## config.mk

```make
export PLATFORM = sky130hd
export DESIGN_NAME = imf_alu
export DESIGN_NICKNAME = d
export VERILOG_FILES = /design/src/imf_pkg.sv /design/src/imf_alu.sv
export SDC_FILE = /design/constraint.sdc
export NUM_CORES = 1
export LEC_CHECK = 0
export ABC_AREA = 1
export BUFFER_PORTS_ARGS = -buffer_cell sky130_fd_sc_hd__buf_4
export CAP_MARGIN = 20
export CORE_MARGIN = 5
export CORE_UTILIZATION = 53
export DETAILED_ROUTE_END_ITERATION = 7
export GPL_TIMING_DRIVEN = 0
export PLACE_DENSITY_LB_ADDON = 0.12
export SLEW_MARGIN = 10
export SYNTH_ARGS = -nofsm -noshare
export SYNTH_HDL_FRONTEND = slang
export SYNTH_SLANG_ARGS = --single-unit
```

## constraint.sdc

```tcl
create_clock -name vclk -period 4.5
set_input_delay 1.35 -clock vclk [all_inputs]
set_output_delay 1.35 -clock vclk [all_outputs]
set_load 0.1 [all_outputs]
```

## src/imf_pkg.sv

```systemverilog
// Shared constants, codes and types of the Ising spin-flip block.
`timescale 1ns / 1ps

package imf_pkg;

	// Field widths
	localparam int SITE_W     = 12;
	localparam int DRAW_W     = 12;
	localparam int THR_W      = 12;
	localparam int THR_N      = 5;
	localparam int TABLE_W    = THR_W * THR_N;
	localparam int COUPLING_W = 5;
	localparam int FIELD_W    = 5;
	localparam int DE_OUT_W   = 8;
	localparam int ENERGY_W   = 23;
	localparam int MAGNET_W   = 14;

	// Internal widths
	localparam int ALU_W   = 24;
	localparam int ACC_W   = 9;
	localparam int DE_W    = 10;
	localparam int STEP_W  = 4;
	localparam int PLUS_W  = 3;

	// Configuration port
	localparam int CFG_IDX_W  = 2;
	localparam int CFG_DATA_W = TABLE_W;

	localparam logic [CFG_IDX_W-1:0] CFG_COUPLING_J  = 2'd0;
	localparam logic [CFG_IDX_W-1:0] CFG_FIELD_H     = 2'd1;
	localparam logic [CFG_IDX_W-1:0] CFG_ACCEPT_PLUS = 2'd2;
	localparam logic [CFG_IDX_W-1:0] CFG_ACCEPT_MINUS = 2'd3;

	// Request codes and spin encoding
	localparam logic REQ_FLIP   = 1'b0;
	localparam logic REQ_SET    = 1'b1;
	localparam logic SPIN_PLUS  = 1'b0;
	localparam logic SPIN_MINUS = 1'b1;

	localparam int LATTICE_SIDE_DEF = 64;

	// One operation of the shared adder
	typedef struct packed {
		logic [ALU_W-1:0] a;
		logic [ALU_W-1:0] b;
		logic             sub;
	} alu_op_t;

endpackage

```

## src/imf_alu.sv

```systemverilog
// Shared add/subtract unit with sign flag.
`timescale 1ns / 1ps

module imf_alu import imf_pkg::*; (
	input  alu_op_t          op,
	output logic [ALU_W-1:0] res,
	output logic             neg
);

	always_comb begin
		res = op.a + (op.sub ? ~op.b : op.b) + ALU_W'(op.sub);
		neg = res[ALU_W-1];
	end

endmodule

```

==> results.json, run 1 <==
{
  "dieWidth_um": 70.0,
  "placed_cells": 482,
  "floorplan.rows": 21,
  "avg_inst_size_synth_um2": 5.26,
  "cell_taking_the_most_area_after_synthesis": "nand2_1",
  "post_synth_inst_count": 363,
  "yosys.cell_types.count": 25,
  "synthesis.yosys.warnings": 0,
  "netlist_top_cells_area": "nand2_1 27%, ha_1 15%, inv_1 14%",
  "number_of_setup_buffers_added_after_cts": 23,
  "cts_hold_buffers": 0,
  "lastStage": "clock tree synthesis (4_1_cts)",
  "initial_utilization_pct": 55.9,
  "synthDominantCellAreaShare_pct": 27.3,
  "dieHeight_um": 70.0,
  "first-error": "[ERROR DPL-0038] Utilization greater than 100%, impossible to legalize",
  "post_cts_resized": 86,
  "design.portCount": 74,
  "place.port_buffers": 73,
  "place.detailed.hpwl_um": 5930,
  "synthesis.area_um2": 1910,
  "finalWeightedCongestion": 0.952,
  "syn_nets": 436,
  "outcome": "aborted with a tool error",
  "yosys.cell_count.top_type": "nand2_1",
  "synth.top_cells.by_count": "139 x nand2_1, 70 x inv_1, 30 x xor2_1",
  "ys_seq_area_share_pct": 0,
  "dp_worst_setup_slack_ps": -465
}
[logic make-up after synthesis]
logic type,Yosys count,synth area share [%]
compound gates,19,5.57
xor+xnor,35,16.1
fa+ha+maj,24,16.1
buf+inv,75,15.3
simple gates,210,47.0
[through the flow]
step | util, % | hold slack [ps] | instance area [um2] | setup TNS (ps)
after detailed placement | 87.5 | 3140 | 2990 | -3970
after global placement | 87.5 | 3130 | 2990 | -2840
after floorplan | - | 3070 | 2380 | -818
==> inputs of run 2 (changes only) <==
--- a/config.mk
+++ b/config.mk
@@ -9,10 +9,10 @@
 export BUFFER_PORTS_ARGS = -buffer_cell sky130_fd_sc_hd__buf_4
 export CAP_MARGIN = 20
 export CORE_MARGIN = 5
-export CORE_UTILIZATION = 53
+export CORE_UTILIZATION = 40
 export DETAILED_ROUTE_END_ITERATION = 7
 export GPL_TIMING_DRIVEN = 0
-export PLACE_DENSITY_LB_ADDON = 0.12
+export PLACE_DENSITY_LB_ADDON = 0.15
 export SLEW_MARGIN = 10
 export SYNTH_ARGS = -nofsm -noshare
 export SYNTH_HDL_FRONTEND = slang
==> run 2 against run 1 <==
Against the previous run: the flow now finishes, with violations (negative setup slack); synthesized cell count did not move; area after synthesis did not move.
==> results.json, run 2 <==
{
  "outcome": "finished, violations left",
  "failing_checks": "negative setup slack",
  "synth.top_cells.by_count": "139 x nand2_1, 70 x inv_1, 30 x xor2_1",
  "tightestPinTransition_ps": 367,
  "place.detailed.hpwl_um": 5110,
  "min_delay_path_depth": 4,
  "route.final.wire_length_um": 9470,
  "final_critical_path_setup_slack_ps": -174,
  "drc": 0,
  "synthesis.yosys.warnings": 0,
  "synthesis.area_um2": 1910,
  "share_seq_of_total_power_pct": 0,
  "start_kind": "primary input",
  "timing.critical_path.arrival_ps": 3320,
  "yosys.cell_types.count": 25,
  "most_common_cell_after_layout_fill_and_taps_aside": "nand2_1",
  "hold_path_startpoint": "op[25]",
  "crit_path_max_fanout": 8,
  "switching_power_mw": 0.963,
  "power_leakage_nw": 2.03,
  "hold_class": "primary input to output pin",
  "postPlaceCellArea_um2": 3000,
  "num_vias": 2997,
  "post-route-cell-area_um2": 4120,
  "setup_repair_after_global_routing_missed_its_margin": "true",
  "maximum_number_of_pins_on_one_net_before_global_route_repair": 9,
  "cellInternalPower_mw": 0.539,
  "num-clock-buffers": 0,
  "initial_utilization_pct": 40.7,
  "finish.cell_count_without_fillers": 525,
  "avg_inst_size_synth_um2": 5.26,
  "fraction_of_the_mapped_netlist_area_in_compound_gates_pct": 5.57,
  "yosys.cell_count.top_type": "nand2_1",
  "place.port_buffers": 73,
  "placed_cells": 490,
  "netlist_top_cells_area": "nand2_1 27%, ha_1 15%, inv_1 14%",
  "netSwitchingFraction_pct": 64.1,
  "design.portCount": 74,
  "ir_worst_vdd_mv": 0.286,
  "syn_nets": 436,
  "detail_route.first_pass.iterations": 6,
  "dieWidth_um": 79.1,
  "antenna_found_initial": 0,
  "grt.overflow.total": 0,
  "timing.setup.critical_path_class": "primary input to output pin",
  "ant_nets": 0,
  "min_hold_slack_ps": 3150,
  "setup_violations": 14,
  "slowest_delay_ps": 400,
  "timing.critical_path.cells": "buf_16, buf_12, xor2_1, ha_1, nand2_2, nor2_2, nand2_1, nor2_1, nand2_2, nand4_1, nand2_8, buf_12, buf_16",
  "cell_pwr_density_nw_per_um2": 364,
  "sequential_cell_area_in_the_final_layout_um2": 0,
  "flow.area_growth_from_synthesis_pct": 116,
  "numSequentialCells": 0,
  "num_antenna_cells": 0,
  "worst_ep_required_time_ps": 3150,
  "finalWeightedCongestion": 0.951,
  "post_synth_mux_area_share_pct": 0,
  "mostFrequentLayoutCells": "90 x nand2_1, 85 x buf_4, 61 x inv_1, 33 x nand2_2, 19 x nand2_4",
  "cp_slowest_cell": "ha_1",
  "setup.worst_path.end_class": "output pin",
  "hold_end": "res[0]",
  "final_max_slew_viol_count": 0,
  "cell_taking_the_most_area_after_synthesis": "nand2_1",
  "max-slew-margin-rel_pct": 75.3,
  "ys_seq_area_share_pct": 0,
  "final_min_period_over_clock_period_pct": 104,
  "max_freq_mhz": 214,
  "grt_usage_pct": 23.5,
  "final.fill_count": 225,
  "first_global_vias": 2750,
  "setup_total_negative_slack_ps": -1190,
  "core_um2": 4690,
  "dieHeight_um": 79.1,
  "adder_cell_area_share_of_the_yosys_netlist_pct": 16.1,
  "vias_per_cell": 5.71,
  "final_hold_viol_count": 0,
  "grt_first_pass_wirelength_um": 12000,
  "fraction_of_power_consumed_by_combinational_cells_pct": 100.0,
  "floorplan.rows": 25,
  "synth_xor_xnor_area_share_pct": 16.1,
  "post_synth_inst_count": 363,
  "fp.dieArea_um2": 6260,
  "period_minus_slack_ps": 4670,
  "combinational_family_with_the_most_area_after_synthesis": "simple AND/OR/NAND/NOR gates",
  "drive_gt1_share_pct": 54.8,
  "yosys.area_share.simple_pct": 47.0,
  "drt-wirelength-per-cell_um": 18.0,
  "maxCapViolCount": 0,
  "dr.first_iter.drc_count": 222,
  "clock_power_share_pct": 0,
  "cts_hold_buffers": 0,
  "final_util_pct": 87.8,
  "synthDominantCellAreaShare_pct": 27.3,
  "layout.nets": 546
}
[run 2: per-stage QoR]
step,setup slack [ps],power (mW)
2_1_floorplan,-189,0.915
3_3_place_gp,-387,1.11
3_5_place_dp,-407,1.12
4_1_cts,-105,1.34
5_1_grt,-296,1.56
6_report,-174,1.50
[run 2: final cells by class]
| cell class | count | area, um2 | area share, % |
|---|---|---|---|
| well taps | 54 | 67.6 | 1.64 |
| plain buffers | 4 | 87.6 | 2.13 |
| multi-input cells | 288 | 2630 | 63.7 |
| repair buffers | 108 | 1070 | 26.0 |
| inverters | 71 | 267 | 6.47 |
[run 2: worst max-delay path by stage]
stage,startpoint,endpoint,depth (start not counted)
6_report,op[0],res[23],13
4_1_cts,op[0],res[23],13
3_5_place_dp,op[0],res[23],15
2_1_floorplan,op[0],res[23],14
5_1_grt,op[0],res[22],13
3_3_place_gp,op[0],res[23],15
[run 2: power groups by stage]
stage / logic [mW] / clock network, mW / registers (mW)
after floorplan: 0.915 / 0 / 0
after global placement: 1.11 / 0 / 0
after detailed placement: 1.12 / 0 / 0
after CTS: 1.34 / 0 / 0
after global routing: 1.56 / 0 / 0
final: 1.50 / 0 / 0
[run 2: worst max-delay path, delay by kind of cell]
family	cells	cell delay [ps]
adders and majority gates	1	400
xor gates and xnor gates	1	160
buffers and inverters	4	560
and+or+nand+nor	7	840
[run 2: repair_timing]
item,CTS,global route
gates resized for setup,112,64
setup endpoints to repair,18,20
gates cloned,2,0
pin swaps,42,35
setup buffers,22,11
hold endpoints to repair,0,0
[run 2: cell families after synthesis]
family          Yosys count
compound gates           19
xor+xnor                 35
fa+ha+maj                24
simple gates            210
buf+inv                  75
[run 2: layer usage]
| layer | vias to the layer above | global-route usage (%) | part of all wire, % |
|---|---|---|---|
| met1 | 1405 | 27.2 | 35 |
| met4 | 0 | 9.28 | 5.9 |
| li1 | 1310 | - | - |
| met3 | 67 | 2.04 | 7.4 |
| met5 | - | 0 | 0 |
| met2 | 215 | 44.1 | 52 |
Note: power is estimated with default switching activity, not from simulation.
